<file path="src/sv/sha_pkg.sv">
`default_nettype none
package sha_pkg;

    typedef struct packed {
        logic [7:0] data_byte;
        logic       byte_present;
        logic       end_of_message;
    } sha_in_t;

    typedef struct packed {
        logic [31:0] digest_word;
        logic [2:0]  word_index;
        logic        last_word;
    } sha_out_t;

    // front to back command: byte and/or end marker, already filtered
    typedef struct packed {
        logic [7:0] data_byte;
        logic       has_byte;
        logic       is_end;
    } sha_cmd_t;

    localparam int QDEPTH = 4;
    localparam int QAW    = 2;

    localparam logic [31:0] ROUND_K [64] = '{
        32'h428a2f98,32'h71374491,32'hb5c0fbcf,32'he9b5dba5,32'h3956c25b,32'h59f111f1,
        32'h923f82a4,32'hab1c5ed5,32'hd807aa98,32'h12835b01,32'h243185be,32'h550c7dc3,
        32'h72be5d74,32'h80deb1fe,32'h9bdc06a7,32'hc19bf174,32'he49b69c1,32'hefbe4786,
        32'h0fc19dc6,32'h240ca1cc,32'h2de92c6f,32'h4a7484aa,32'h5cb0a9dc,32'h76f988da,
        32'h983e5152,32'ha831c66d,32'hb00327c8,32'hbf597fc7,32'hc6e00bf3,32'hd5a79147,
        32'h06ca6351,32'h14292967,32'h27b70a85,32'h2e1b2138,32'h4d2c6dfc,32'h53380d13,
        32'h650a7354,32'h766a0abb,32'h81c2c92e,32'h92722c85,32'ha2bfe8a1,32'ha81a664b,
        32'hc24b8b70,32'hc76c51a3,32'hd192e819,32'hd6990624,32'hf40e3585,32'h106aa070,
        32'h19a4c116,32'h1e376c08,32'h2748774c,32'h34b0bcb5,32'h391c0cb3,32'h4ed8aa4a,
        32'h5b9cca4f,32'h682e6ff3,32'h748f82ee,32'h78a5636f,32'h84c87814,32'h8cc70208,
        32'h90befffa,32'ha4506ceb,32'hbef9a3f7,32'hc67178f2};

    localparam logic [31:0] INIT_H [8] = '{
        32'h6a09e667,32'hbb67ae85,32'h3c6ef372,32'ha54ff53a,
        32'h510e527f,32'h9b05688c,32'h1f83d9ab,32'h5be0cd19};

    localparam logic [7:0] PAD_BYTE = 8'h80;
    localparam logic [5:0] LEN_POS  = 6'd56;

    function automatic logic [31:0] ror(input logic [31:0] x, input int r);
        ror = (x >> r) | (x << (32 - r));
    endfunction

endpackage
`default_nettype wire

</file>
<file path="src/sv/sha_front.sv">
`default_nettype none
// Input filter and command queue.
module sha_front import sha_pkg::*; (
    input  wire logic     aclk,
    input  wire logic     aresetn,
    input  wire sha_in_t  s_item,
    input  wire logic     s_valid,
    output logic          s_ready,
    output sha_cmd_t      q_cmd,
    output logic          q_valid,
    input  wire logic     q_ready
);
    sha_cmd_t mem [QDEPTH];
    logic [QAW-1:0] wp_reg, rp_reg;
    logic [QAW:0]   cnt_reg;
    logic useful, push, pop;

    // items with neither byte nor end are dropped here
    assign useful  = s_item.byte_present | s_item.end_of_message;
    assign s_ready = (cnt_reg != (QAW+1)'(QDEPTH));
    assign push    = s_valid & s_ready & useful;
    assign q_valid = (cnt_reg != '0);
    assign pop     = q_valid & q_ready;
    assign q_cmd   = mem[rp_reg];

    always_ff @(posedge aclk) begin
        if (push) begin
            mem[wp_reg] <= '{data_byte: s_item.data_byte,
                             has_byte: s_item.byte_present,
                             is_end: s_item.end_of_message};
        end
        if (!aresetn) begin
            wp_reg <= '0; rp_reg <= '0; cnt_reg <= '0;
        end else begin
            if (push) wp_reg <= wp_reg + 1'b1;
            if (pop)  rp_reg <= rp_reg + 1'b1;
            cnt_reg <= cnt_reg + (QAW+1)'(push) - (QAW+1)'(pop);
        end
    end
endmodule
`default_nettype wire

</file>
<file path="src/sv/sha_core.sv">
`default_nettype none
// Byte packer, padding sequencer, round engine and digest output.
module sha_core import sha_pkg::*; (
    input  wire logic     aclk,
    input  wire logic     aresetn,
    input  wire sha_cmd_t q_cmd,
    input  wire logic     q_valid,
    output logic          q_ready,
    output sha_out_t      m_item,
    output logic          m_valid,
    input  wire logic     m_ready
);
    localparam logic [2:0] ST_IDLE = 3'd0, ST_PAD = 3'd1, ST_LEN = 3'd2,
                           ST_RND = 3'd3, ST_ADD = 3'd4, ST_OUT = 3'd5;

    logic [2:0]  st_reg, st_next;
    logic [31:0] h_reg [8];
    logic [31:0] v_reg [8];
    logic [31:0] w_reg [16];
    logic [5:0]  fill_reg;
    logic [63:0] len_reg, lensnap_reg;
    logic [5:0]  rnd_reg;
    logic [2:0]  lidx_reg;
    logic        ending_reg, pad1_reg;
    logic [2:0]  oidx_reg;
    // length field written means the message block is complete
    logic        lendone_reg;

    logic        put;
    logic [7:0]  pbyte;
    logic [31:0] wt, wnew, t1, t2, e, a;

    // byte source for this cycle
    always_comb begin
        put = 1'b0; pbyte = 8'h00; q_ready = 1'b0;
        case (st_reg)
            ST_IDLE: begin
                q_ready = 1'b1;
                put = q_valid & q_cmd.has_byte;
                pbyte = q_cmd.data_byte;
            end
            ST_PAD: begin
                put = 1'b1;
                pbyte = pad1_reg ? PAD_BYTE : 8'h00;
            end
            ST_LEN: begin
                put = 1'b1;
                pbyte = lensnap_reg[8*(7-lidx_reg) +: 8];
            end
            default: ;
        endcase
    end

    // schedule: window shifts one word each round
    assign wnew = w_reg[0] + (ror(w_reg[1],7) ^ ror(w_reg[1],18) ^ (w_reg[1] >> 3))
                + w_reg[9] + (ror(w_reg[14],17) ^ ror(w_reg[14],19) ^ (w_reg[14] >> 10));
    assign wt = (rnd_reg < 6'd16) ? w_reg[0] : wnew;
    assign e  = v_reg[4];
    assign a  = v_reg[0];
    assign t1 = v_reg[7] + (ror(e,6) ^ ror(e,11) ^ ror(e,25))
              + ((e & v_reg[5]) ^ (~e & v_reg[6])) + ROUND_K[rnd_reg] + wt;
    assign t2 = (ror(a,2) ^ ror(a,13) ^ ror(a,22))
              + ((a & v_reg[1]) ^ (a & v_reg[2]) ^ (v_reg[1] & v_reg[2]));

    always_comb begin
        st_next = st_reg;
        case (st_reg)
            ST_IDLE: if (q_valid) begin
                if (put && fill_reg == 6'd63) st_next = ST_RND;
                else if (q_cmd.is_end)        st_next = ST_PAD;
            end
            ST_PAD: begin
                if (fill_reg == 6'd63)          st_next = ST_RND;
                else if (fill_reg == LEN_POS - 6'd1) st_next = ST_LEN;
            end
            ST_LEN: if (lidx_reg == 3'd7) st_next = ST_RND;
            ST_RND: if (rnd_reg == 6'd63) st_next = ST_ADD;
            ST_ADD: begin
                if (ending_reg) st_next = lendone_reg ? ST_OUT : ST_PAD;
                else            st_next = ST_IDLE;
            end
            ST_OUT: if (m_ready && oidx_reg == 3'd7) st_next = ST_IDLE;
            default: st_next = ST_IDLE;
        endcase
    end

    assign m_valid = (st_reg == ST_OUT);
    assign m_item  = '{digest_word: h_reg[oidx_reg], word_index: oidx_reg,
                       last_word: (oidx_reg == 3'd7)};

    always_ff @(posedge aclk) begin
        if (put) begin
            w_reg[fill_reg[5:2]][8*(3-fill_reg[1:0]) +: 8] <= pbyte;
        end
        if (st_reg == ST_RND) begin
            for (int i = 0; i < 15; i++) w_reg[i] <= w_reg[i+1];
            w_reg[15] <= wt;
            v_reg[0] <= t1 + t2; v_reg[1] <= v_reg[0]; v_reg[2] <= v_reg[1];
            v_reg[3] <= v_reg[2]; v_reg[4] <= v_reg[3] + t1; v_reg[5] <= v_reg[4];
            v_reg[6] <= v_reg[5]; v_reg[7] <= v_reg[6];
        end else begin
            for (int i = 0; i < 8; i++) v_reg[i] <= h_reg[i];
        end
        if (st_reg == ST_IDLE && q_valid && q_cmd.is_end)
            lensnap_reg <= len_reg + (q_cmd.has_byte ? 64'd8 : 64'd0);
        if (!aresetn) begin
            st_reg <= ST_IDLE; fill_reg <= '0; len_reg <= '0; rnd_reg <= '0;
            lidx_reg <= '0; ending_reg <= 1'b0; pad1_reg <= 1'b0; oidx_reg <= '0;
            lendone_reg <= 1'b0;
            for (int i = 0; i < 8; i++) h_reg[i] <= INIT_H[i];
        end else begin
            st_reg <= st_next;
            if (put) fill_reg <= fill_reg + 6'd1;
            case (st_reg)
                ST_IDLE: if (q_valid) begin
                    if (q_cmd.has_byte) len_reg <= len_reg + 64'd8;
                    ending_reg  <= q_cmd.is_end;
                    pad1_reg    <= 1'b1;
                    lendone_reg <= 1'b0;
                end
                ST_PAD: pad1_reg <= 1'b0;
                ST_LEN: begin
                    lidx_reg <= lidx_reg + 3'd1;
                    if (lidx_reg == 3'd7) lendone_reg <= 1'b1;
                end
                ST_RND: rnd_reg <= rnd_reg + 6'd1;
                ST_ADD: for (int i = 0; i < 8; i++) h_reg[i] <= h_reg[i] + v_reg[i];
                ST_OUT: if (m_ready) begin
                    oidx_reg <= oidx_reg + 3'd1;
                    if (oidx_reg == 3'd7) begin
                        for (int i = 0; i < 8; i++) h_reg[i] <= INIT_H[i];
                        len_reg <= '0; ending_reg <= 1'b0; lendone_reg <= 1'b0;
                    end
                end
                default: ;
            endcase
        end
    end
endmodule
`default_nettype wire

</file>
<file path="src/sv/sha256_message_digest_unit.sv">
// SHA-256 digest unit. Message bytes arrive one per transfer on s_; a
// transfer with end_of_message set (with or without a byte) closes the
// message, and eight digest words H0..H7 leave on m_, last_word on H7.
// Transfers with neither flag are dropped. A four-entry queue decouples
// intake from the compression engine, which runs one round per cycle:
// each 64-byte block is packed byte by byte from the queue, and intake
// stalls while its 64 rounds and the chaining add run. Message
// end costs padding bytes at one per cycle, one or two compressions, and
// eight output transfers. The unit then returns to the initial hash state.
`default_nettype none
module sha256_message_digest_unit import sha_pkg::*; (
    input  wire logic     aclk,
    input  wire logic     aresetn,
    input  wire sha_in_t  s_item,
    input  wire logic     s_valid,
    output logic          s_ready,
    output sha_out_t      m_item,
    output logic          m_valid,
    input  wire logic     m_ready
);
    sha_cmd_t q_cmd;
    logic     q_valid, q_ready;

    sha_front u_front (.aclk, .aresetn, .s_item, .s_valid, .s_ready,
                       .q_cmd, .q_valid, .q_ready);
    sha_core  u_core  (.aclk, .aresetn, .q_cmd, .q_valid, .q_ready,
                       .m_item, .m_valid, .m_ready);
endmodule
`default_nettype wire

</file>
<file path="config.mk">
export PLATFORM = sky130hd
export DESIGN_NAME = sha256_message_digest_unit
export DESIGN_NICKNAME = d
export VERILOG_FILES = /design/src/sv/sha_pkg.sv /design/src/sv/sha_front.sv /design/src/sv/sha_core.sv /design/src/sv/sha256_message_digest_unit.sv
export SDC_FILE = /design/constraint.sdc
export NUM_CORES = 2
export LEC_CHECK = 0
export ABC_AREA = 1
export BUFFER_PORTS_ARGS = -buffer_cell sky130_fd_sc_hd__buf_2
export CORE_ASPECT_RATIO = 1.1
export CORE_MARGIN = 2
export CORE_UTILIZATION = 35
export DETAILED_ROUTE_END_ITERATION = 10
export GPL_TIMING_DRIVEN = 0
export MAX_ROUTING_LAYER = met4
export SYNTH_ARGS = -nofsm -noshare
export SYNTH_HDL_FRONTEND = slang
export SYNTH_HIERARCHICAL = 1
export SYNTH_SLANG_ARGS = --single-unit
</file>
<file path="constraint.sdc">
create_clock -name aclk -period 8.1 [get_ports aclk]
set_clock_uncertainty 0.15 [all_clocks]
set_input_delay 0.81 -clock aclk [delete_from_list [all_inputs] [get_ports aclk]]
set_output_delay 0.81 -clock aclk [all_outputs]
set_load 0.005 [all_outputs]
</file>
==> run summary <==
TritonCTS Buffers: 141
Via-to-Cell Ratio: 5.57
Worst-case hold path end point: u_front/mem[2][6]
RD Place Congestion: 1.08
Number of fill cells in the layout: 23,415
Layout overhead on the synthesized area: 17.4%
Slew at the pin with the worst max-slew slack: 1.62 ns
Synthesized instance count: 10,219
Maximum number of pins on one net before global-route repair: 60
Cell area after synthesis: 80,400 um2
Final routed DRC violation total: 0
Max Transition Viols Final: 24
Number of buffers on the longest clock path: 3
Height of the die: 507 um
CTS tree: done
Number of endpoints failing setup at the final stage: 46
Core box area: 228,000 um2
Max frequency: 0.105 GHz
Clock period minus final worst setup slack: 9.55 ns
Post-synth top area share: 27.7%
Number of warnings reported in the yosys synthesis log: 6
Detailed placer's ending HPWL: 301 mm
Met1 WL: 155 mm
Share of layout cells above drive strength 1: 9.94%
Clock Sinks: 1,222
Synthesized flop and latch total: 1,222
Deepest level of the CTS H-tree: 4
Net count of the finished layout: 11,221
Largest area contributor in the synthesized netlist: sky130_fd_sc_hd__edfxtp_1
Count of vias placed by the detailed router: 76,709
Proportion of synthesized area in mux cells: 0.0249%
Adder-cell area share of the yosys netlist: 11.9%
Final wirelength: 375 mm
Relative max-transition margin: -9.26%
Data arrival, critical path: 10.13 ns
Slowest library cell on the worst path: sky130_fd_sc_hd__fa_2
Share of the clock period used by the worst path: 118%
Max incr delay on CP: 0.58 ns
Worst R2R Start: u_core/w_reg[14][21]
Number of nets in the synthesized netlist: 10,857
Hold WC Path Type: in -> reg
Fraction of the mapped netlist area in simple logic gates: 20.0%
Required time worst endpoint: 8.68 ns
Gr usage total: 32.1%
Number of unique standard cell types used by synthesis: 78
Cell count of the worst reg-to-reg path: 42
Largest family of logic cells by synthesized area: simple AND/OR/NAND/NOR gates
Clock latency reported for the late side of the worst-skew pair: 0.88 ns
First-pass GRT wire length: 522 mm
Clock tree root driver cell: sky130_fd_sc_hd__clkbuf_16
Crit path capture type: flip-flop
Most common cell in the synthesized netlist: sky130_fd_sc_hd__nand2_1
Site row count: 184
Vias in the first global route: 72,436
Detailed Routing Iterations Pass 1: 8
Worst hold path startpoint: s_item[6]
Number of buffers added on ports: 51
Avg WL per Cell: 27.2 um
Area of placed instances: 84,900 um2
FF+latch area: 31,900 um2
Multi-input gate area: 45,600 um2
Max-capacitance violation count: 4
Met3 Wirelength: 36.5 mm
Setup ws final: -1.45 ns
Top cell types by occurrence after synthesis: 2,685 x sky130_fd_sc_hd__nand2_1, 1,223 x sky130_fd_sc_hd__inv_1, 1,031 x sky130_fd_sc_hd__o21ai_0
Met2 Routed Length: 163 mm
RSZ-0062 raised after global routing: true
Iteration-0 DRC count of the detailed router: 9,482
Uppermost layer routed: met4
Share of flip-flops with an asynchronous set or reset: 0%
Synthesized area per cell: 7.86 um2
Complex-gate fraction of the synthesized area: 15.9%
Antenna violations before repair: 14
Reg-to-reg critical path endpoint: u_core/v_reg[0][31]
Hold violation total from the final report: 0
Most prevalent standard cell on the critical path: sky130_fd_sc_hd__inv_1
Portion of the post-synthesis area used by sequential elements: 39.7%
Global route total overflow: 0
Starting density of the core: 35.2%
Final Cell Area: 94,400 um2
Worst Setup Start Kind: flip-flop
Clock transition time at the flip-flop clock pins of the worst setup and hold paths: 0.06 ns
Setup slack, reg-to-reg: -1.45 ns
Cells taking the most area after synthesis: sky130_fd_sc_hd__edfxtp_1 28%, sky130_fd_sc_hd__nand2_1 13%, sky130_fd_sc_hd__dfxtp_1 12%, sky130_fd_sc_hd__ha_1 6.6%, sky130_fd_sc_hd__o21ai_0 6.4%
Total die area: 233,000 um2
Number of antenna-violating nets in the routed design: 0
Flip-flop count of the largest register, all copies and words added: 512
Worst Hold Depth: 1
Post-Synth XOR/XNOR Area: 4.80%
Post-synth top flop: sky130_fd_sc_hd__edfxtp_1
IO Count: 52
Width of the die: 461 um
Start-to-end type of the worst setup path: reg -> reg
EDFF count, synth: 741
Failing checks: capacitance limit, slew limit, setup timing
Largest fanout on the critical path: 5
Outcome: finished with violations
## cell type report
type / instances / area share, %
Sequential cell: 1222 / 33.8
Inverter: 1245 / 4.96
Buffer: 390 / 1.59
Antenna cell: 11 / 0.0292
Tap cell: 3069 / 4.07
Clock buffer: 169 / 3.95
Clock inverter: 90 / 1.37
Timing Repair Buffer: 221 / 1.89
Multi-Input combinational cell: 7362 / 48.4
## routing by layer
layer / vias to the layer above / global-route usage (%)
met3: 716 / 6.86
met4: 0 / 14.8
li1: 34729 / -
met1: 37281 / 41.8
met5: - / -
met2: 3983 / 47.4
## critical path, delay by kind of cell, from the launching register on
| family | cells | cell delay (ns) |
|---|---|---|
| flip-flops | 1 | 0.52 |
| AO/OA/AOI/OAI | 5 | 0.95 |
| adder cells (fa/ha/maj) | 9 | 4.08 |
| XOR/XNOR | 5 | 1.06 |
| buffers and inverters | 10 | 0.85 |
| AND/OR/NAND/NOR | 13 | 1.77 |
## how the worst max path moves through the flow
stage | from | end | cells past startpoint
6_report | u_core/w_reg[14][21] | u_core/v_reg[0][31] | 42
4_1_cts | u_core/w_reg[14][24] | u_core/v_reg[0][31] | 46
2_1_floorplan | u_core/w_reg[14][19] | u_core/v_reg[0][31] | 43
3_3_place_gp | u_core/w_reg[14][20] | u_core/v_reg[0][31] | 41
3_5_place_dp | u_core/w_reg[14][24] | u_core/v_reg[0][31] | 41
5_1_grt | u_core/w_reg[14][22] | u_core/v_reg[0][31] | 45
## stage by stage
step,utilization (%),setup WS [ns],std cells,hold WS (ns),setup TNS (ns)
3_3_place_gp,37.1,-3.32,13339,0.294,-91.39
2_1_floorplan,-,-0.000830,10219,0.272,-0.000830
6_report,41.3,-1.45,13779,0.0526,-38.06
3_5_place_dp,37.2,-2.96,13350,0.303,-90.92
5_1_grt,41.3,-1.77,13775,0.0118,-51.93
4_1_cts,40.3,-1.51,13683,0.00181,-45.32
## repair_timing
item	CTS	global route
endpoints found under the setup margin	57	52
setup buffers	67	82
hold buffers	7	0
resized for setup	293	425
pin swaps	101	137
endpoints found under the hold margin	18	0
## kinds of logic after synthesis
family | count (synthesis)
xor gates and xnor gates | 440
AOI/OAI and AO/OA | 2333
adders and majority gates | 653
muxes | 2
and+or+nand+nor | 3934
buffers and inverters | 1635
DFF | 1222
## placed cells by master, fill, tap and decap left out, types with 26 or more instances in the layout
cell type and count:
sky130_fd_sc_hd__nand2_1 2616, sky130_fd_sc_hd__inv_1 1185, sky130_fd_sc_hd__o21ai_0 915, sky130_fd_sc_hd__a21oi_1 762, sky130_fd_sc_hd__edfxtp_1 741, sky130_fd_sc_hd__nor2_1 556
sky130_fd_sc_hd__dfxtp_1 481, sky130_fd_sc_hd__clkbuf_1 359, sky130_fd_sc_hd__ha_1 352, sky130_fd_sc_hd__nand3_1 280, sky130_fd_sc_hd__xor2_1 234, sky130_fd_sc_hd__fa_1 187
sky130_fd_sc_hd__xnor2_1 163, sky130_fd_sc_hd__clkbuf_16 141, sky130_fd_sc_hd__buf_4 126, sky130_fd_sc_hd__nor3_1 124, sky130_fd_sc_hd__buf_2 74, sky130_fd_sc_hd__a21oi_2 71
sky130_fd_sc_hd__o211ai_1 71, sky130_fd_sc_hd__nand4_1 67, sky130_fd_sc_hd__a31oi_1 65, sky130_fd_sc_hd__o21ai_1 62, sky130_fd_sc_hd__ha_4 58, sky130_fd_sc_hd__nand2_2 56
sky130_fd_sc_hd__a21o_1 50, sky130_fd_sc_hd__inv_2 50, sky130_fd_sc_hd__o21bai_1 50, sky130_fd_sc_hd__nor4_1 40, sky130_fd_sc_hd__o21a_1 38, sky130_fd_sc_hd__nor2_2 35
sky130_fd_sc_hd__o21ai_2 33, sky130_fd_sc_hd__a21oi_4 29, sky130_fd_sc_hd__maj3_1 29, sky130_fd_sc_hd__or2_2 29, sky130_fd_sc_hd__o21ai_4 28, sky130_fd_sc_hd__buf_1 26
Power is not shown: default switching activity piles up to over one toggle a cycle in this logic, so the estimate is an artifact.
